<file path="config.mk">
export PLATFORM = sky130hd
export DESIGN_NAME = nmea_checksum_field_extract
export DESIGN_NICKNAME = d
export VERILOG_FILES = /design/src/hdl/nmea_ck_pkg.sv /design/src/hdl/nmea_checksum_field_extract.sv
export SDC_FILE = /design/constraint.sdc
export NUM_CORES = 1
export LEC_CHECK = 0
export ABC_AREA = 1
export BUFFER_PORTS_ARGS = -buffer_cell sky130_fd_sc_hd__buf_4
export CAP_MARGIN = 10
export CORE_MARGIN = 2
export CORE_UTILIZATION = 40
export DETAILED_ROUTE_END_ITERATION = 6
export PLACE_DENSITY = 0.64
export SLEW_MARGIN = 10
export SYNTH_ARGS = -nofsm -noshare
export SYNTH_HDL_FRONTEND = slang
export SYNTH_SLANG_ARGS = --single-unit
</file>
<file path="constraint.sdc">
create_clock -name clk -period 10.25 [get_ports clk]
set_input_delay 1.025 -clock clk [delete_from_list [all_inputs] [get_ports clk]]
set_output_delay 1.025 -clock clk [all_outputs]
set_load 0.01 [all_outputs]
</file>
<file path="src/hdl/nmea_ck_pkg.sv">
package nmea_ck_pkg;

    // Default number of characters in the numeric field
    localparam int FIELD_CHARS_DEF = 4;

    // Field offset after reset
    localparam logic [7:0] OFFSET_RESET = 8'd8;

    // ASCII codes
    localparam logic [7:0] CH_CR       = 8'h0D;
    localparam logic [7:0] CH_DOLLAR   = 8'h24;
    localparam logic [7:0] CH_STAR     = 8'h2A;
    localparam logic [7:0] CH_PLUS     = 8'h2B;
    localparam logic [7:0] CH_MINUS    = 8'h2D;
    localparam logic [7:0] CH_DOT      = 8'h2E;
    localparam logic [7:0] CH_ZERO     = 8'h30;
    localparam logic [7:0] CH_NINE     = 8'h39;
    localparam logic [7:0] CH_HEX_BIAS = 8'h37;   // 'A' - 10

    // Checksum characters still expected
    typedef logic [1:0] cs_left_t;
    localparam cs_left_t CS_NONE = 2'd0;
    localparam cs_left_t CS_LAST = 2'd1;
    localparam cs_left_t CS_BOTH = 2'd2;

    // Output range in thousandths
    localparam int MILLI_POS_MAX = 16777215;
    localparam int MILLI_NEG_MAG = 16777216;
    localparam logic signed [24:0] MILLI_MAX = 25'sh0FFFFFF;
    localparam logic signed [24:0] MILLI_MIN = 25'sh1000000;

    // Upper-case hex character of a nibble
    function automatic logic [7:0] hex_digit(input logic [3:0] nib);
        logic [7:0] ext;
        ext = {4'h0, nib};
        if (nib < 4'd10)
        begin
            hex_digit = CH_ZERO + ext;
        end
        else
        begin
            hex_digit = CH_HEX_BIAS + ext;
        end
    endfunction

    function automatic logic is_digit(input logic [7:0] c);
        is_digit = (c >= CH_ZERO) && (c <= CH_NINE);
    endfunction

endpackage

</file>
<file path="src/hdl/nmea_checksum_field_extract.sv">
// NMEA sentence checksum check with numeric field extraction.
//
// Input channel: one received character per item on rx_byte (in_valid /
// in_stall). '$' opens a sentence, '*' starts the two hex checksum
// characters, CR starts a new line.
// Output channel: one item after the second checksum character, carrying
// checksum_ok, computed_checksum and field_value_milli (out_valid /
// out_stall). Characters that produce no result produce no output item.
// Config channel: cfg_valid / cfg_ready write field_offset, the line
// position of the first field character. cfg_ready is always high; write
// only while no item is in flight.
// Pipeline: after the second checksum character is accepted, the result
// is registered in the snapshot, parse and scale stages in turn.
// Throughput: one character per cycle while in_stall is low, with the
// state updated on each accepted character.
// Reset: checksum state, line position and pipeline are cleared and
// field_offset returns to 8.
// Stall: a stalled result holds; the stages behind it keep filling and
// in_stall rises only once every stage holds a result.
module nmea_checksum_field_extract #(
    parameter int FIELD_CHARS = nmea_ck_pkg::FIELD_CHARS_DEF
) (
    input  logic               clk,
    input  logic               rst_n,
    input  logic               in_valid,
    output logic               in_stall,
    input  logic [7:0]         rx_byte,
    output logic               out_valid,
    input  logic               out_stall,
    output logic               checksum_ok,
    output logic [7:0]         computed_checksum,
    output logic signed [24:0] field_value_milli,
    input  logic               cfg_valid,
    output logic               cfg_ready,
    input  logic [7:0]         cfg_field_offset
);

    // Integer part of FIELD_CHARS digits
    localparam int IP_W  = $clog2(10 ** FIELD_CHARS);
    // ip * 1000 + fraction
    localparam int MAG_W = IP_W + 11;
    localparam int CMP_W = (MAG_W > 26) ? MAG_W : 26;

    // ------------------------------------------------------------------
    // Configuration
    // ------------------------------------------------------------------
    logic [7:0] offset_reg;

    assign cfg_ready = 1'b1;

    always_ff @(posedge clk or negedge rst_n)
    begin
        if (!rst_n)
        begin
            offset_reg <= nmea_ck_pkg::OFFSET_RESET;
        end
        else if (cfg_valid && cfg_ready)
        begin
            offset_reg <= cfg_field_offset;
        end
    end

    // ------------------------------------------------------------------
    // Pipeline flow control
    // ------------------------------------------------------------------
    logic s_valid_reg;
    logic p_valid_reg;
    logic out_valid_reg;
    logic out_free;
    logic p_free;
    logic s_free;
    logic in_accept;

    assign out_free  = !out_valid_reg || !out_stall;
    assign p_free    = !p_valid_reg || out_free;
    assign s_free    = !s_valid_reg || p_free;
    assign in_stall  = !s_free;
    assign in_accept = in_valid && s_free;

    // ------------------------------------------------------------------
    // Per-character state update
    // ------------------------------------------------------------------
    logic [7:0]             acc_reg, acc_next;
    nmea_ck_pkg::cs_left_t  left_reg, left_next;
    logic [7:0]             first_reg, first_next;
    logic [7:0]             pos_reg, pos_next;
    logic [7:0]             field_chars_reg [FIELD_CHARS];
    logic [7:0]             chars_next [FIELD_CHARS];
    logic [7:0]             snap_chars [FIELD_CHARS];
    logic [FIELD_CHARS-1:0] wr_en;
    logic                   emit;
    logic                   ok_now;
    logic                   is_cr;

    assign is_cr = (rx_byte == nmea_ck_pkg::CH_CR);

    always_comb
    begin
        pos_next = pos_reg;
        if (is_cr)
        begin
            pos_next = 8'd0;
        end
        else if (pos_reg != 8'hFF)
        begin
            pos_next = pos_reg + 8'd1;
        end
    end

    // Field characters: each entry is written when the line reaches its position
    always_comb
    begin
        for (int i = 0; i < FIELD_CHARS; i++)
        begin
            wr_en[i] = !is_cr && (pos_reg != 8'hFF)
                       && ({1'b0, pos_reg} == ({1'b0, offset_reg} + 9'(i)));
            chars_next[i] = wr_en[i] ? rx_byte : field_chars_reg[i];
            // positions not yet reached in this line read as end of text
            snap_chars[i] = (({1'b0, offset_reg} + 9'(i)) < {1'b0, pos_next})
                            ? chars_next[i] : 8'h00;
        end
    end

    always_ff @(posedge clk)
    begin
        for (int i = 0; i < FIELD_CHARS; i++)
        begin
            if (in_accept && wr_en[i])
            begin
                field_chars_reg[i] <= rx_byte;
            end
        end
    end

    assign ok_now = (first_reg == nmea_ck_pkg::hex_digit(acc_reg[7:4]))
                    && (rx_byte == nmea_ck_pkg::hex_digit(acc_reg[3:0]));

    always_comb
    begin
        acc_next   = acc_reg;
        left_next  = left_reg;
        first_next = first_reg;
        emit       = 1'b0;
        if (rx_byte == nmea_ck_pkg::CH_DOLLAR)
        begin
            // new sentence, drops any half-received checksum
            acc_next   = 8'h00;
            left_next  = nmea_ck_pkg::CS_NONE;
            first_next = 8'h00;
        end
        else if (rx_byte == nmea_ck_pkg::CH_STAR)
        begin
            left_next  = nmea_ck_pkg::CS_BOTH;
            first_next = 8'h00;
        end
        else if (is_cr)
        begin
            // line restart only
        end
        else if (left_reg == nmea_ck_pkg::CS_BOTH)
        begin
            first_next = rx_byte;
            left_next  = nmea_ck_pkg::CS_LAST;
        end
        else if (left_reg == nmea_ck_pkg::CS_LAST)
        begin
            emit       = 1'b1;
            left_next  = nmea_ck_pkg::CS_NONE;
            first_next = 8'h00;
        end
        else
        begin
            left_next = nmea_ck_pkg::CS_NONE;
            acc_next  = acc_reg ^ rx_byte;
        end
    end

    always_ff @(posedge clk or negedge rst_n)
    begin
        if (!rst_n)
        begin
            acc_reg   <= 8'h00;
            left_reg  <= nmea_ck_pkg::CS_NONE;
            first_reg <= 8'h00;
            pos_reg   <= 8'h00;
        end
        else if (in_accept)
        begin
            acc_reg   <= acc_next;
            left_reg  <= left_next;
            first_reg <= first_next;
            pos_reg   <= pos_next;
        end
    end

    // ------------------------------------------------------------------
    // Stage 1: snapshot of checksum result and field characters
    // ------------------------------------------------------------------
    logic       s_ok_reg;
    logic [7:0] s_sum_reg;
    logic [7:0] s_chars_reg [FIELD_CHARS];

    always_ff @(posedge clk or negedge rst_n)
    begin
        if (!rst_n)
        begin
            s_valid_reg <= 1'b0;
        end
        else if (s_free)
        begin
            s_valid_reg <= in_accept && emit;
        end
    end

    always_ff @(posedge clk)
    begin
        if (s_free)
        begin
            s_ok_reg  <= ok_now;
            s_sum_reg <= acc_reg;
            for (int i = 0; i < FIELD_CHARS; i++)
            begin
                s_chars_reg[i] <= snap_chars[i];
            end
        end
    end

    // ------------------------------------------------------------------
    // Stage 2: number syntax scan
    // ------------------------------------------------------------------
    logic [IP_W-1:0] ip_c;
    logic [9:0]      fp_c;
    logic [9:0]      fp_scaled;
    logic [1:0]      fdig_c;
    logic            neg_c;
    logic            dot_c;
    logic            any_c;
    logic            done_c;
    logic [7:0]      ch;

    always_comb
    begin
        ip_c   = '0;
        fp_c   = 10'd0;
        fdig_c = 2'd0;
        neg_c  = 1'b0;
        dot_c  = 1'b0;
        any_c  = 1'b0;
        done_c = 1'b0;
        ch     = 8'h00;
        for (int i = 0; i < FIELD_CHARS; i++)
        begin
            ch = s_chars_reg[i];
            if (!done_c)
            begin
                if ((i == 0) && ((ch == nmea_ck_pkg::CH_PLUS)
                                 || (ch == nmea_ck_pkg::CH_MINUS)))
                begin
                    neg_c = (ch == nmea_ck_pkg::CH_MINUS);
                end
                else if (nmea_ck_pkg::is_digit(ch))
                begin
                    any_c = 1'b1;
                    if (!dot_c)
                    begin
                        ip_c = IP_W'((ip_c << 3) + (ip_c << 1) + IP_W'(ch[3:0]));
                    end
                    else if (fdig_c != 2'd3)
                    begin
                        fp_c   = 10'((fp_c << 3) + (fp_c << 1) + 10'(ch[3:0]));
                        fdig_c = fdig_c + 2'd1;
                    end
                end
                else if ((ch == nmea_ck_pkg::CH_DOT) && !dot_c)
                begin
                    dot_c = 1'b1;
                end
                else
                begin
                    done_c = 1'b1;
                end
            end
        end
    end

    // Fraction digits beyond the third are dropped; pad to thousandths
    always_comb
    begin
        case (fdig_c)
            2'd0:    fp_scaled = 10'd0;
            2'd1:    fp_scaled = 10'(fp_c * 10'd100);
            2'd2:    fp_scaled = 10'(fp_c * 10'd10);
            default: fp_scaled = fp_c;
        endcase
    end

    logic            p_ok_reg;
    logic [7:0]      p_sum_reg;
    logic [IP_W-1:0] p_ip_reg;
    logic [9:0]      p_fp_reg;
    logic            p_neg_reg;
    logic            p_any_reg;

    always_ff @(posedge clk or negedge rst_n)
    begin
        if (!rst_n)
        begin
            p_valid_reg <= 1'b0;
        end
        else if (p_free)
        begin
            p_valid_reg <= s_valid_reg;
        end
    end

    always_ff @(posedge clk)
    begin
        if (p_free)
        begin
            p_ok_reg  <= s_ok_reg;
            p_sum_reg <= s_sum_reg;
            p_ip_reg  <= ip_c;
            p_fp_reg  <= fp_scaled;
            p_neg_reg <= neg_c;
            p_any_reg <= any_c;
        end
    end

    // ------------------------------------------------------------------
    // Stage 3: scale to thousandths, sign and saturate
    // ------------------------------------------------------------------
    logic [MAG_W-1:0]  mag;
    logic [CMP_W-1:0]  mag_ext;
    logic [CMP_W-1:0]  neg_mag;
    logic signed [24:0] value_next;

    assign mag     = MAG_W'(p_ip_reg) * MAG_W'(1000) + MAG_W'(p_fp_reg);
    assign mag_ext = CMP_W'(mag);
    assign neg_mag = ~mag_ext + CMP_W'(1);

    always_comb
    begin
        if (!p_any_reg)
        begin
            value_next = 25'sd0;
        end
        else if (p_neg_reg)
        begin
            if (mag_ext > CMP_W'(nmea_ck_pkg::MILLI_NEG_MAG))
            begin
                value_next = nmea_ck_pkg::MILLI_MIN;
            end
            else
            begin
                value_next = neg_mag[24:0];
            end
        end
        else if (mag_ext > CMP_W'(nmea_ck_pkg::MILLI_POS_MAX))
        begin
            value_next = nmea_ck_pkg::MILLI_MAX;
        end
        else
        begin
            value_next = mag_ext[24:0];
        end
    end

    logic               checksum_ok_reg;
    logic [7:0]         computed_checksum_reg;
    logic signed [24:0] field_value_reg;

    always_ff @(posedge clk or negedge rst_n)
    begin
        if (!rst_n)
        begin
            out_valid_reg <= 1'b0;
        end
        else if (out_free)
        begin
            out_valid_reg <= p_valid_reg;
        end
    end

    always_ff @(posedge clk)
    begin
        if (out_free)
        begin
            checksum_ok_reg       <= p_ok_reg;
            computed_checksum_reg <= p_sum_reg;
            field_value_reg       <= value_next;
        end
    end

    assign out_valid         = out_valid_reg;
    assign checksum_ok       = checksum_ok_reg;
    assign computed_checksum = computed_checksum_reg;
    assign field_value_milli = field_value_reg;

endmodule

</file>
==> impl_metrics.py <==
metrics = {
    "placed_design": {
        "gp_congestion": 0.905,
        "numPlacedInstances": 2522,
        "pre_cts_slack_ns": 3.92,
        "detailed_place_hpwl_microns": 28900,
        "placement.io_buffers": 56,
    },
    "layout": {
        "fin_util": 0.444,
        "filler_cell_count": 3870,
        "multiInputGateArea_sq_um": 9670,
        "final_net_count": 2279,
        "finish.cell_count_without_fillers": 2554,
        "area.sequential_sq_um": 5190,
        "areaGrowthSynthToFinish_pct": 9.49,
        "drive_gt1_frac": 0.0833,
        "count_of_antenna_diodes_in_the_layout": 0,
    },
    "synth": {
        "ys.warnings.count": 0,
        "syn_area_per_cell_sq_um": 8.19,
        "post_synth_inst_count": 1966,
        "flip_flop_cell_with_the_highest_count_after_synthesis": "edfxtp_1",
        "synth_top_cell_area_share": 0.265,
        "synth_cell_types": 63,
        "seq_area_frac_synth": 0.322,
        "ys_async_sr_fraction": 0.207,
        "mappedNetlistNets": 2229,
        "syn-cell-area_sq_um": 16100,
        "synth.ff_latch_count": 179,
        "synth-edff-count": 142,
        "post_synth_main_area_contributors": "edfxtp_1 26%, ha_1 14%, nand2_1 9.3%, fa_1 7.3%, inv_1 6.6%",
        "synth_largest_area_cell": "edfxtp_1",
    },
    "timing": {
        "grt_setup_unrepaired": "false",
        "setup_slack_ns": 3.88,
        "finalSetupViolations": 0,
        "clock_skew_ns": 0.0130,
        "setup_total_negative_slack_ns": 0,
        "max-slew-margin-rel": 0.215,
        "timing.final.crit_period_ns": 6.37,
        "layout_worst_path_cycle_share": 0.622,
        "report.final.hold_viol_count": 0,
        "final_max_tran_viols": 0,
        "maximum_operating_frequency_ghz": 0.157,
        "tightestPinTransition_ns": 1.17,
    },
    "setup_path": {
        "timing.rr.start": "s_chars_reg[0][7]",
        "timing.reg2reg.setup_slack_ns": 3.88,
        "critical_path_peak_fanout": 5,
        "reg2reg_depth": 29,
        "cp_num_buf_inv": 5,
        "cp-start-kind": "register",
        "arrival_ns": 6.55,
        "critPathSlowestCell": "fa_1",
        "path_class": "register to register",
        "timing.critical_path.max_delay_family": "adder cells",
        "worstPathRequired_ns": 10.43,
        "critPathMaxStageDelay_ns": 0.60,
        "critical-path-top-cell-by-count": "nand2_1",
        "crit_path_end_kind": "register",
        "worstReg2RegEnd": "p_fp_reg[9]",
    },
    "clocking": {
        "clk-insertion-delay-late_ns": 0.43,
        "worst_setup_hold_path_clk_slew_ns": 0.07,
        "cts_sinks": 179,
        "clock_tree.root_cell": "clkbuf_16",
        "cts_repair_resizes": 0,
        "tritoncts": "built",
        "holdBufCountCts": 0,
        "clock_buffer_count_from_cts": 17,
        "htreeDepth": 4,
        "post-cts-setup-buffer-count": 0,
        "max-clock-path-buffers": 2,
    },
    "routing": {
        "post-route-drc-count": 0,
        "vias": 13200,
        "detailedRoute.firstIterationViolations": 888,
        "wl_per_cell_microns": 14.2,
        "firstDrtPassIters": 5,
        "detail-route-antenna-nets": 0,
        "detailed_route_vias_per_instance": 5.15,
        "drt_wl_total_microns": 36300,
    },
    "global_routing": {
        "grt_antenna_before_repair": 0,
        "grt_util_all_layers": 0.179,
        "grt_pass1_wl_microns": 61600,
        "grt_pass1_vias": 12700,
        "globalRoute.totalOverflow": 0,
        "grt_max_degree": 41,
    },
    "power": {
        "p_leak_nw": 9.00,
        "p_sw_mw": 0.612,
        "sequential_share_of_power": 0.463,
        "p_per_area_nw_per_um2": 112,
        "ir_drop_mv": 0.0964,
        "power.share.switching": 0.310,
        "power.internal_mw": 1.36,
        "pwr-share-comb": 0.215,
        "clockPowerShare": 0.322,
    },
    "hold_path": {
        "min-delay-start": "s_sum_reg[7]",
        "hp-class": "register to register",
        "worst_hold_path.num_cells": 0,
        "holdPathEnd": "p_sum_reg[7]",
    },
    "floorplan": {
        "ios": 58,
        "row_count": 73,
        "die_width_microns": 205,
        "chipHeight_microns": 205,
        "coreArea_sq_um": 39700,
        "initial_core_util": 0.405,
        "design.die.area_sq_um": 41900,
    },
    "job": {
        "max_cap_violations": 0,
    },
    "run_status": {
        "status": "finished, final reports clean",
    },
}
[cells in the mapped netlist, types with 26 or more instances]
| library cell | count |
|---|---|
| o21ai_0 | 90 |
| nand4_1 | 26 |
| dfrtp_1 | 36 |
| fa_1 | 59 |
| edfxtp_1 | 142 |
| nor3_1 | 26 |
| xor2_1 | 47 |
| ha_1 | 183 |
| inv_1 | 282 |
| xnor2_1 | 27 |
| nand3_1 | 118 |
| nor2_1 | 185 |
| a21oi_1 | 131 |
| nand2_1 | 401 |
[power by group through the flow]
stage	logic, mW	registers, mW	clock network [mW]
floorplan	0.310	0.905	0
global placement	0.412	0.929	0
detailed placement	0.422	0.930	0
CTS	0.425	0.914	0.648
global route	0.489	0.924	0.678
finish	0.424	0.915	0.635
[stage by stage]
stage / instance area (sq um) / total power [mW] / hold slack, ns
finish: 17600 / 1.97 / 0.422
detailed placement: 17100 / 1.35 / 0.405
global placement: 17100 / 1.34 / 0.404
floorplan: 16100 / 1.22 / 0.400
global route: 17600 / 2.09 / 0.436
CTS: 17600 / 1.99 / 0.424
[layer usage]
metal | routed length (microns) | vias to the layer above | track usage
li1 | - | 6648 | -
met1 | 16400 | 6153 | 0.235
met2 | 17400 | 314 | 0.308
met3 | 1650 | 46 | 0.0221
met4 | 779 | 0 | 0.0549
met5 | 0 | - | 0
[logic make-up after synthesis]
| family | Yosys count | share of synthesized area |
|---|---|---|
| buffers and inverters | 324 | 0.0778 |
| AOI/OAI and AO/OA | 285 | 0.0993 |
| xor gates and xnor gates | 78 | 0.0443 |
| DFF | 179 | 0.322 |
| adders and majority gates | 242 | 0.215 |
| and+or+nand+nor | 857 | 0.241 |
| other | 1 | 0.000233 |
[layout by cell type (no fill, tap or decap), types with 6 or more instances in the layout]
| cell | n |
|---|---|
| o21ai_0 | 90 |
| o31ai_1 | 9 |
| ha_1 | 183 |
| nand3b_1 | 24 |
| nand4_1 | 26 |
| a21oi_1 | 131 |
| inv_2 | 12 |
| nand3_2 | 7 |
| nor2_1 | 185 |
| inv_1 | 282 |
| edfxtp_1 | 142 |
| nand3_1 | 118 |
| or2_2 | 15 |
| xor2_1 | 47 |
| nor2_2 | 7 |
| buf_4 | 60 |
| nor3_1 | 26 |
| nor4_1 | 10 |
| dfrtp_1 | 36 |
| fa_1 | 59 |
| nand2_1 | 401 |
| clkbuf_16 | 19 |
| xnor2_1 | 27 |
| o22ai_1 | 6 |
| o21a_1 | 6 |
| nand2_2 | 11 |
[how the worst max path moves through the flow]
stage / from / to / slack, ns / cells after the start
after floorplan: s_chars_reg[0][7] / p_fp_reg[9] / 4.54 / 29
final: s_chars_reg[0][7] / p_fp_reg[9] / 3.88 / 29
after CTS: s_chars_reg[0][7] / p_fp_reg[9] / 3.91 / 29
after detailed placement: s_chars_reg[0][7] / p_fp_reg[9] / 3.92 / 29
after global placement: s_chars_reg[0][7] / p_fp_reg[9] / 4.18 / 29
after global routing: s_chars_reg[0][7] / p_ip_reg[13] / 3.29 / 30
[final cells by class]
type,instances,share of cell area
Inverter,295,0.0628
Sequential cell,179,0.294
Multi-Input combinational cell,1463,0.548
Clock inverter,10,0.00461
Tap cell,525,0.0372
Clock buffer,22,0.0276
Timing Repair Buffer,60,0.0255
No activity file was read; power rests on OpenSTA's default activity.
